$ cat src/cbrf_pkg.sv
// shared types, register map and constants of the cubic bisection root finder
package cbrf_pkg;

    localparam int COORD_W  = 24;
    localparam int FVAL_W   = 40;
    localparam int STATUS_W = 3;
    localparam int MODE_W   = 2;
    localparam int TOL_W    = 24;
    localparam int ITER_W   = 7;

    // register map, index = paddr / 4
    localparam logic [1:0] REG_MODE      = 2'd0;
    localparam logic [1:0] REG_TOLERANCE = 2'd1;
    localparam logic [1:0] REG_ITER      = 2'd2;

    localparam logic [MODE_W-1:0] MODE_TOL   = 2'd0;
    localparam logic [MODE_W-1:0] MODE_COUNT = 2'd1;

    localparam logic [MODE_W-1:0] MODE_RESET = 2'd0;
    localparam logic [TOL_W-1:0]  TOL_RESET  = 24'd66;
    localparam logic [ITER_W-1:0] ITER_RESET = 7'd20;

    localparam logic [STATUS_W-1:0] ST_STEP    = 3'd0;
    localparam logic [STATUS_W-1:0] ST_ROOT    = 3'd1;
    localparam logic [STATUS_W-1:0] ST_BADINT  = 3'd2;
    localparam logic [STATUS_W-1:0] ST_BADMODE = 3'd3;
    localparam logic [STATUS_W-1:0] ST_CAP     = 3'd4;

    // f(x) = x^3 - 4x - 9
    localparam int CUBIC_LIN_SHIFT = 2;
    localparam int CUBIC_CONST     = 9;

    typedef struct packed {
        logic                load_in;
        logic                load_b;
        logic                load_fa;
        logic                load_mid;
        logic                update;
        logic                emit;
        logic                emit_clear;
        logic [STATUS_W-1:0] emit_status;
        logic                emit_last;
    } cbrf_cmd_t;

    typedef struct packed {
        logic same_sign;
        logic f_zero;
        logic tol_met;
        logic out_free;
    } cbrf_sts_t;

endpackage

$ cat src/cbrf_cfg.sv
// apb register file: mode, tolerance and iteration limit
module cbrf_cfg
    import cbrf_pkg::*;
(
    input  logic              clk,
    input  logic              rst_n,
    input  logic              psel,
    input  logic              penable,
    input  logic              pwrite,
    input  logic [3:0]        paddr,
    input  logic [31:0]       pwdata,
    output logic [31:0]       prdata,
    output logic              pready,
    output logic [MODE_W-1:0] mode,
    output logic [TOL_W-1:0]  tolerance,
    output logic [ITER_W-1:0] iteration_limit
);

    logic [MODE_W-1:0] mode_reg;
    logic [TOL_W-1:0]  tol_reg;
    logic [ITER_W-1:0] iter_reg;
    logic              wr_en;
    logic [1:0]        reg_idx;

    assign pready  = 1'b1;
    assign wr_en   = psel & penable & pwrite & pready;
    assign reg_idx = paddr[3:2];

    always_ff @(posedge clk or negedge rst_n)
    begin
        if (!rst_n)
        begin
            mode_reg <= MODE_RESET;
            tol_reg  <= TOL_RESET;
            iter_reg <= ITER_RESET;
        end
        else if (wr_en)
        begin
            case (reg_idx)
                REG_MODE:      mode_reg <= pwdata[MODE_W-1:0];
                REG_TOLERANCE: tol_reg  <= pwdata[TOL_W-1:0];
                REG_ITER:      iter_reg <= pwdata[ITER_W-1:0];
                default:       ;
            endcase
        end
    end

    always_comb
    begin
        case (reg_idx)
            REG_MODE:      prdata = 32'(mode_reg);
            REG_TOLERANCE: prdata = 32'(tol_reg);
            REG_ITER:      prdata = 32'(iter_reg);
            default:       prdata = 32'd0;
        endcase
    end

    assign mode            = mode_reg;
    assign tolerance       = tol_reg;
    assign iteration_limit = iter_reg;

endmodule

$ cat src/cbrf_dp.sv
// datapath: interval registers, two-stage cubic evaluator, output register
module cbrf_dp
    import cbrf_pkg::*;
#(
    parameter int FRAC_BITS = 16
)
(
    input  logic                       clk,
    input  logic                       rst_n,
    input  logic signed [COORD_W-1:0]  interval_low,
    input  logic signed [COORD_W-1:0]  interval_high,
    input  logic [TOL_W-1:0]           tolerance,
    input  cbrf_cmd_t                  cmd,
    output cbrf_sts_t                  sts,
    output logic                       out_valid,
    input  logic                       out_ready,
    output logic signed [COORD_W-1:0]  midpoint,
    output logic signed [FVAL_W-1:0]   f_value,
    output logic [STATUS_W-1:0]        status,
    output logic                       last
);

    localparam int PROD_W = 2 * COORD_W;
    localparam int SQ_W   = PROD_W - FRAC_BITS;
    localparam int CU_W   = SQ_W + COORD_W - FRAC_BITS;
    localparam int FX_W   = ((CU_W > 30) ? CU_W : 30) + 2;
    localparam logic [FX_W-1:0] CONST_FX = FX_W'(CUBIC_CONST) << FRAC_BITS;

    logic signed [COORD_W-1:0] a_reg, b_reg;
    logic                      fa_neg_reg, fa_pos_reg;

    // evaluator pipeline, runs every cycle; holding x holds the result
    logic signed [COORD_W-1:0]        x_reg, xd_reg, xdd_reg;
    logic signed [SQ_W-1:0]           sq_reg;
    logic signed [CU_W-1:0]           cu_reg;
    logic signed [PROD_W-1:0]         sq_prod;
    logic signed [SQ_W+COORD_W-1:0]   cu_prod;
    logic signed [FX_W-1:0]           f_val;

    logic signed [COORD_W:0]   sum;
    logic signed [COORD_W-1:0] mid_val;
    logic signed [COORD_W-1:0] an, bn;
    logic signed [COORD_W:0]   diff;
    logic [COORD_W:0]          width;
    logic                      f_neg, f_pos, opposite;

    logic                       out_valid_reg;
    logic signed [COORD_W-1:0]  mid_out_reg;
    logic signed [FVAL_W-1:0]   f_out_reg;
    logic [STATUS_W-1:0]        status_reg;
    logic                       last_reg;

    assign sq_prod = x_reg * x_reg;
    assign cu_prod = sq_reg * xd_reg;

    always_ff @(posedge clk)
    begin
        sq_reg  <= SQ_W'(sq_prod >>> FRAC_BITS);
        xd_reg  <= x_reg;
        cu_reg  <= CU_W'(cu_prod >>> FRAC_BITS);
        xdd_reg <= xd_reg;
    end

    assign f_val = FX_W'(cu_reg) - (FX_W'(xdd_reg) <<< CUBIC_LIN_SHIFT) - CONST_FX;
    assign f_neg = f_val[FX_W-1];
    assign f_pos = !f_val[FX_W-1] && (f_val != '0);

    assign sum     = (COORD_W+1)'(a_reg) + (COORD_W+1)'(b_reg);
    assign mid_val = COORD_W'(sum >>> 1);

    // xdd holds the midpoint while a step is decided
    assign opposite = (fa_neg_reg && f_pos) || (fa_pos_reg && f_neg);
    assign an       = opposite ? a_reg : xdd_reg;
    assign bn       = opposite ? xdd_reg : b_reg;
    assign diff     = (COORD_W+1)'(bn) - (COORD_W+1)'(an);
    assign width    = diff[COORD_W] ? (COORD_W+1)'(-diff) : (COORD_W+1)'(diff);

    assign sts.same_sign = (fa_pos_reg && f_pos) || (fa_neg_reg && f_neg);
    assign sts.f_zero    = (f_val == '0);
    assign sts.tol_met   = width < (COORD_W+1)'(tolerance);
    assign sts.out_free  = !out_valid_reg || out_ready;

    always_ff @(posedge clk)
    begin
        if (cmd.load_in)
        begin
            a_reg <= interval_low;
            b_reg <= interval_high;
            x_reg <= interval_low;
        end
        else if (cmd.load_b)
        begin
            x_reg <= b_reg;
        end
        else if (cmd.load_mid)
        begin
            x_reg <= mid_val;
        end

        if (cmd.load_fa)
        begin
            fa_neg_reg <= f_neg;
            fa_pos_reg <= f_pos;
        end
        else if (cmd.update)
        begin
            if (opposite)
            begin
                b_reg <= xdd_reg;
            end
            else
            begin
                a_reg      <= xdd_reg;
                fa_neg_reg <= f_neg;
                fa_pos_reg <= f_pos;
            end
        end

        if (cmd.emit)
        begin
            mid_out_reg <= cmd.emit_clear ? '0 : xdd_reg;
            f_out_reg   <= cmd.emit_clear ? '0 : FVAL_W'(f_val);
            status_reg  <= cmd.emit_status;
            last_reg    <= cmd.emit_last;
        end
    end

    always_ff @(posedge clk or negedge rst_n)
    begin
        if (!rst_n)
        begin
            out_valid_reg <= 1'b0;
        end
        else if (cmd.emit)
        begin
            out_valid_reg <= 1'b1;
        end
        else if (out_ready)
        begin
            out_valid_reg <= 1'b0;
        end
    end

    assign out_valid = out_valid_reg;
    assign midpoint  = mid_out_reg;
    assign f_value   = f_out_reg;
    assign status    = status_reg;
    assign last      = last_reg;

    a_valid_from_emit: assert property (@(posedge clk) disable iff (!rst_n)
        $rose(out_valid_reg) |-> $past(cmd.emit))
        else $error("output word appeared without an emit command");

    a_no_overwrite: assert property (@(posedge clk) disable iff (!rst_n)
        (out_valid_reg && !out_ready) |=> ($past(cmd.emit) == 1'b0))
        else $error("stalled output word was overwritten");

endmodule

$ cat src/cbrf_ctrl.sv
// controller: sequences end evaluation, bisection steps and result emission
module cbrf_ctrl
    import cbrf_pkg::*;
#(
    parameter int MAX_STEPS = 64
)
(
    input  logic              clk,
    input  logic              rst_n,
    input  logic              in_valid,
    output logic              in_ready,
    input  logic [MODE_W-1:0] mode,
    input  logic [ITER_W-1:0] iteration_limit,
    input  cbrf_sts_t         sts,
    output cbrf_cmd_t         cmd
);

    localparam int STEP_W = $clog2(MAX_STEPS + 1);
    localparam int CMP_W  = (STEP_W > ITER_W) ? STEP_W : ITER_W;

    localparam logic [3:0] S_IDLE  = 4'd0;
    localparam logic [3:0] S_LOADB = 4'd1;
    localparam logic [3:0] S_FILL  = 4'd2;
    localparam logic [3:0] S_FA    = 4'd3;
    localparam logic [3:0] S_FB    = 4'd4;
    localparam logic [3:0] S_MID   = 4'd5;
    localparam logic [3:0] S_SQ    = 4'd6;
    localparam logic [3:0] S_CU    = 4'd7;
    localparam logic [3:0] S_DEC   = 4'd8;

    logic [3:0]        state_reg, state_next;
    logic [STEP_W-1:0] step_reg, step_next;
    logic [STEP_W-1:0] step_num;
    logic              count_done, cap_hit, rule_met;

    assign step_num   = step_reg + 1'b1;
    assign count_done = CMP_W'(step_num) >= CMP_W'(iteration_limit);
    assign cap_hit    = CMP_W'(step_num) >= CMP_W'(MAX_STEPS);
    assign rule_met   = (mode == MODE_TOL) ? sts.tol_met : count_done;

    always_comb
    begin
        state_next = state_reg;
        step_next  = step_reg;
        cmd        = '0;
        case (state_reg)
            S_IDLE:
            begin
                if (in_valid)
                begin
                    cmd.load_in = 1'b1;
                    state_next  = S_LOADB;
                end
            end
            S_LOADB:
            begin
                cmd.load_b = 1'b1;
                state_next = S_FILL;
            end
            S_FILL:
            begin
                state_next = S_FA;
            end
            S_FA:
            begin
                cmd.load_fa = 1'b1;
                state_next  = S_FB;
            end
            S_FB:
            begin
                if (sts.same_sign || !(mode inside {MODE_TOL, MODE_COUNT}))
                begin
                    if (sts.out_free)
                    begin
                        cmd.emit        = 1'b1;
                        cmd.emit_clear  = 1'b1;
                        cmd.emit_status = sts.same_sign ? ST_BADINT : ST_BADMODE;
                        cmd.emit_last   = 1'b1;
                        state_next      = S_IDLE;
                    end
                end
                else if (mode == MODE_COUNT && iteration_limit == '0)
                begin
                    state_next = S_IDLE;
                end
                else
                begin
                    step_next  = '0;
                    state_next = S_MID;
                end
            end
            S_MID:
            begin
                cmd.load_mid = 1'b1;
                state_next   = S_SQ;
            end
            S_SQ:
            begin
                state_next = S_CU;
            end
            S_CU:
            begin
                state_next = S_DEC;
            end
            S_DEC:
            begin
                if (sts.out_free)
                begin
                    cmd.emit   = 1'b1;
                    cmd.update = 1'b1;
                    step_next  = step_num;
                    if (sts.f_zero)
                    begin
                        cmd.emit_status = ST_ROOT;
                        cmd.emit_last   = 1'b1;
                        state_next      = S_IDLE;
                    end
                    else if (rule_met)
                    begin
                        cmd.emit_status = ST_STEP;
                        cmd.emit_last   = 1'b1;
                        state_next      = S_IDLE;
                    end
                    else if (cap_hit)
                    begin
                        cmd.emit_status = ST_CAP;
                        cmd.emit_last   = 1'b1;
                        state_next      = S_IDLE;
                    end
                    else
                    begin
                        cmd.emit_status = ST_STEP;
                        state_next      = S_MID;
                    end
                end
            end
            default:
            begin
                state_next = S_IDLE;
            end
        endcase
    end

    always_ff @(posedge clk or negedge rst_n)
    begin
        if (!rst_n)
        begin
            state_reg <= S_IDLE;
            step_reg  <= '0;
        end
        else
        begin
            state_reg <= state_next;
            step_reg  <= step_next;
        end
    end

    assign in_ready = (state_reg == S_IDLE);

    a_step_bound: assert property (@(posedge clk) disable iff (!rst_n)
        CMP_W'(step_reg) <= CMP_W'(MAX_STEPS))
        else $error("step counter ran past the cap");

    a_emit_needs_room: assert property (@(posedge clk) disable iff (!rst_n)
        cmd.emit |-> sts.out_free)
        else $error("emit while output register is occupied");

    a_root_is_zero: assert property (@(posedge clk) disable iff (!rst_n)
        (cmd.emit && cmd.emit_status == ST_ROOT) |-> sts.f_zero)
        else $error("root reported on nonzero f");

    a_last_ends_run: assert property (@(posedge clk) disable iff (!rst_n)
        (cmd.emit && cmd.emit_last) |=> in_ready)
        else $error("run continued after its final word");

endmodule

$ cat src/cubic_bisection_root_finder.sv
// top level: bisection root finder for f(x) = x^3 - 4x - 9 on signed Q8.16 intervals
//
// input stream: one word per interval, tdata = {interval_high, interval_low}.
// output stream: one word per bisection step, tdata = {f_value, midpoint},
// tuser = status, tlast marks the final word of an interval's run.
// a run with same-sign ends or an unknown mode gives a single word with zero data.
// count mode with an iteration limit of zero gives no word at all, unless the ends have the same sign.
// the apb port holds mode, tolerance and iteration limit; write them only while idle.
// sequencing: both ends are evaluated first, then each step runs through the states
// midpoint, square, cube and decide in the shared two-multiplier evaluator, and
// each step's word is held in the output register.
// s_axis_tready is high only while no run is in progress; the last word of a
// run may still wait in the output register while the next interval is taken.
// a stalled receiver freezes the current step until the previous word is taken.
// reset empties the output register, returns to idle and loads register defaults
// (mode 0, tolerance 66, iteration limit 20).
module cubic_bisection_root_finder
    import cbrf_pkg::*;
#(
    parameter int MAX_STEPS = 64,
    parameter int FRAC_BITS = 16
)
(
    input  logic        clk,
    input  logic        rst_n,
    input  logic        s_axis_tvalid,
    output logic        s_axis_tready,
    input  logic [47:0] s_axis_tdata,   // interval_low, interval_high
    output logic        m_axis_tvalid,
    input  logic        m_axis_tready,
    output logic [63:0] m_axis_tdata,   // midpoint, f_value
    output logic [2:0]  m_axis_tuser,   // status
    output logic        m_axis_tlast,
    input  logic        psel,
    input  logic        penable,
    input  logic        pwrite,
    input  logic [3:0]  paddr,
    input  logic [31:0] pwdata,
    output logic [31:0] prdata,
    output logic        pready
);

    logic [MODE_W-1:0]         mode;
    logic [TOL_W-1:0]          tolerance;
    logic [ITER_W-1:0]         iteration_limit;
    cbrf_cmd_t                 cmd;
    cbrf_sts_t                 sts;
    logic signed [COORD_W-1:0] midpoint;
    logic signed [FVAL_W-1:0]  f_value;

    cbrf_cfg u_cfg (
        .clk             (clk),
        .rst_n           (rst_n),
        .psel            (psel),
        .penable         (penable),
        .pwrite          (pwrite),
        .paddr           (paddr),
        .pwdata          (pwdata),
        .prdata          (prdata),
        .pready          (pready),
        .mode            (mode),
        .tolerance       (tolerance),
        .iteration_limit (iteration_limit)
    );

    cbrf_ctrl #(
        .MAX_STEPS (MAX_STEPS)
    ) u_ctrl (
        .clk             (clk),
        .rst_n           (rst_n),
        .in_valid        (s_axis_tvalid),
        .in_ready        (s_axis_tready),
        .mode            (mode),
        .iteration_limit (iteration_limit),
        .sts             (sts),
        .cmd             (cmd)
    );

    cbrf_dp #(
        .FRAC_BITS (FRAC_BITS)
    ) u_dp (
        .clk           (clk),
        .rst_n         (rst_n),
        .interval_low  (s_axis_tdata[23:0]),
        .interval_high (s_axis_tdata[47:24]),
        .tolerance     (tolerance),
        .cmd           (cmd),
        .sts           (sts),
        .out_valid     (m_axis_tvalid),
        .out_ready     (m_axis_tready),
        .midpoint      (midpoint),
        .f_value       (f_value),
        .status        (m_axis_tuser),
        .last          (m_axis_tlast)
    );

    assign m_axis_tdata = {f_value, midpoint};

endmodule

$ cat config.mk
export PLATFORM = sky130hd
export DESIGN_NAME = cubic_bisection_root_finder
export DESIGN_NICKNAME = d
export VERILOG_FILES = /design/src/cbrf_pkg.sv /design/src/cbrf_cfg.sv /design/src/cbrf_dp.sv /design/src/cbrf_ctrl.sv /design/src/cubic_bisection_root_finder.sv
export SDC_FILE = /design/constraint.sdc
export NUM_CORES = 2
export LEC_CHECK = 0
export ABC_AREA = 0
export ABC_CLOCK_PERIOD_IN_PS = 14100
export BUFFER_PORTS_ARGS = -buffer_cell sky130_fd_sc_hd__clkbuf_2
export CAP_MARGIN = 20
export CELL_PAD_IN_SITES_DETAIL_PLACEMENT = 1
export CELL_PAD_IN_SITES_GLOBAL_PLACEMENT = 1
export CORE_AREA = 2 2 470 332
export CTS_BUF_LIST = sky130_fd_sc_hd__clkbuf_16
export CTS_CLUSTER_SIZE = 30
export DETAILED_ROUTE_END_ITERATION = 12
export DIE_AREA = 0 0 472 334
export PLACE_DENSITY_LB_ADDON = 0.1
export RECOVER_POWER = 25
export SLEW_MARGIN = 20
export SYNTH_ARGS = -nofsm -noshare
export SYNTH_HDL_FRONTEND = slang
export SYNTH_SLANG_ARGS = --single-unit
$ cat constraint.sdc
create_clock -name clk -period 14.1 [get_ports clk]
set_input_delay 0.705 -clock clk [delete_from_list [all_inputs] [get_ports clk]]
set_output_delay 0.705 -clock clk [all_outputs]
set_load 0.1 [all_outputs]
==> flow_summary_export.csv <==
group,metric,value,unit
run_status,status,"finished, violations left",
run_status,violations,"max-capacitance violations, max-slew violations",
timing,drv_slew,1068,
floorplan,ios,194,
yosys,ys_ff_latch,307,
floorplan,start_util,39.53,%
timing,slew_headroom,-101.3,%
clocking,clk_path_buf_depth,3,
worst_setup_path,reg2regPathDepth,45,
timing,finalCritPeriodShare,89.86,%
timing,hold_violations,0,
yosys,yosys.cell_count.top_type,"inv_1",
clocking,cts.sinks,307,
yosys,yosysUniqueCellTypes,89,
global_route,antenna_found_initial,22,
clocking,clk_pin_slew_worst_paths,0.06,ns
worst_setup_path,cpMostUsedCell,"a21o_1",
finish,drive_gt1_share,5.681,%
routing,ant_nets,0,
yosys,yosys_warnings,0,
routing,vias_per_cell,5.120,
worst_setup_path,cp_slowest_stage_delay,0.68,ns
routing,drc,0,
yosys,synth_largest_area_cell,"fa_1",
clocking,cts_tree,"yes",
global_route,overflow,0,
finish,area_delta_synth_final,6.955,%
run,cap_violations,38,
timing,rsz0062_at_grt,"no",
yosys,ys_seq_area_share,12.03,%
floorplan,dieArea,157600,um2
yosys,async_flop_share,14.66,%
routing,avgRoutedWirePerCell,23.01,um
placement,routabilityCongestion,0.8579,
clocking,post_cts_resized,0,
clocking,cts_setup_buffers,0,
placement,io_buffers,174,
worst_hold_path,hold_depth,3,
floorplan,fp.dieH,334,um
yosys,synthCells,6339,
worst_setup_path,critPathMaxFanout,20,
floorplan,core_area,153800,um2
clocking,cts_max_level,2,
clocking,cts_hold_buf,0,
yosys,syn_area_per_cell,9.593,um2
global_route,grt_pass1_vias,48644,
timing,fmax,0.07893,GHz
worst_setup_path,slowest_stage,"nor4_2",
routing,first_pass_iters,5,
clocking,root_buffer,"clkbuf_16",
timing,worst_clock_skew,0.06223,ns
worst_setup_path,worst_setup_path_start_kind,"register",
yosys,syn_area,60810,um2
worst_setup_path,crit_type,"reg2reg",
timing,tightestPinTransition,3.020,ns
finish,nets,8232,
floorplan,row_count,121,
global_route,grt_pass1_wl,301.3,mm
yosys,yosys_most_used_dff,"dfxtp_1",
clocking,clock_latency,0.64,ns
worst_setup_path,cp-end-kind,"register",
yosys,synth_edf_count,94,
placement,hpwlAfterDp,152.8,mm
timing,fin_setup_tns,0,ns
worst_setup_path,worstPathRequired,14.58,ns
yosys,synthTopCellsByCount,"inv_1 (1411), fa_1 (1343), nand2_1 (775), and2_1 (439), ha_1 (405)",
yosys,synth_area_leaders,"fa_1 (44%), inv_1 (8.7%), ha_1 (8.3%)",
clocking,numCtsBuffers,41,
yosys,yosys.area.top_type_share,44.21,%
global_route,gr-usage-all-layers,25.30,%
timing,setup_viol,0,
global_route,grt_max_degree,69,
floorplan,die_w,472,um
timing,min_period,12.67,ns
worst_hold_path,hold_class,"in2reg",
routing,routed_wl,194.6,mm
routing,vias,43306,
worst_setup_path,worstPathArrival,13.15,ns
routing,drt_iter0_markers,2561,
## through the flow
step / utilization (%) / instance area, um2 / hold slack (ns) / std cells / worst slack, ns
floorplan: - / 60830 / 0.3598 / 6346 / 3.834
global placement: 41.53 / 63880 / 0.3409 / 8378 / 1.695
detailed placement: 41.53 / 63880 / 0.3501 / 8378 / 1.459
CTS: 42.39 / 65200 / 0.1944 / 8453 / 1.329
global route: 42.28 / 65030 / 0.2847 / 8455 / 0.4864
finish: 42.28 / 65040 / 0.2988 / 8458 / 1.430
## cells in the final DEF (no fill, tap or decap), drive strengths merged, types with 17 or more instances in the layout
master  instances
nor3           42
nand2b         68
fa           1343
xor2           60
mux2           32
nor2          166
o21ai         145
clkinv         20
nor4           21
nand3          40
a31oi          28
o21a           42
ha            405
nor2b          48
a21oi         158
a21o           49
dfrtp          41
xnor2         137
dfxtp         168
clkbuf        261
nand4          20
edfxtp         94
mux2i         120
and2          439
and3           19
inv          1418
a21boi         17
a211oi         18
nand2         776
buf            43
## path summary, 6_finish.rpt
path | start | endpoint | slack, ns
min in group asynchronous | rst_n | u_cfg.tolerance[18] | 1.04
worst min-delay path | pwdata[14] | u_cfg.tolerance[14] | 0.30
max in group asynchronous | rst_n | u_ctrl.state_reg[1] | 11.56
worst max register to register | u_dp.xdd_reg[1] | u_ctrl.state_reg[2] | 1.43
worst max-delay path | u_dp.xdd_reg[1] | u_ctrl.state_reg[2] | 1.43
worst min register to register | u_dp.xd_reg[10] | u_dp.xdd_reg[10] | 0.36
## worst max-delay path, delay by kind of cell (launching register included)
| kind | cells | cell delay (ns) |
|---|---|---|
| and+or+nand+nor | 10 | 2.60 |
| AOI/OAI and AO/OA | 26 | 6.88 |
| muxes | 1 | 0.36 |
| buffers and inverters | 3 | 0.71 |
| adders and majority gates | 3 | 0.92 |
| xor gates and xnor gates | 2 | 0.57 |
| DFF | 1 | 0.44 |
## logic make-up (layout without fill, tap and decap cells)
logic type / after synthesis / in the layout / synth area share (%)
adder cells (fa/ha/maj): 1748 / 1748 / 52.55
AO/OA/AOI/OAI: 568 / 568 / 5.922
AND/OR/NAND/NOR: 1695 / 1695 / 13.56
flip-flops: 307 / 307 / 12.03
other: 2 / 13 / 0.01235
buffers and inverters: 1670 / 1749 / 10.51
XOR/XNOR: 197 / 197 / 2.850
multiplexers: 152 / 152 / 2.568
## final cells by class
class,instances,area [um2]
Clock inverter,33,267.8
Multi-Input combinational cell,4369,47170
Clock buffer,42,1051
Antenna cell,4,10.01
Fill cell,17566,88780
Timing Repair Buffer,263,1366
Sequential cell,307,7335
Tap cell,2029,2539
Inverter,1411,5296
## per-layer routing
metal / wire length (um) / track usage [%] / share of wire [%] / up-vias
li1: - / - / - / 19251
met1: 93550 / 37.48 / 48 / 22759
met2: 83490 / 38.34 / 43 / 1077
met3: 12630 / 4.655 / 6.5 / 215
met4: 4917 / 5.721 / 2.5 / 4
met5: 23 / 0 / 0.012 / -
Power is left out: the tool's default activity adds up to more than one toggle a clock period on the data nets, which glitch-free logic cannot reach.
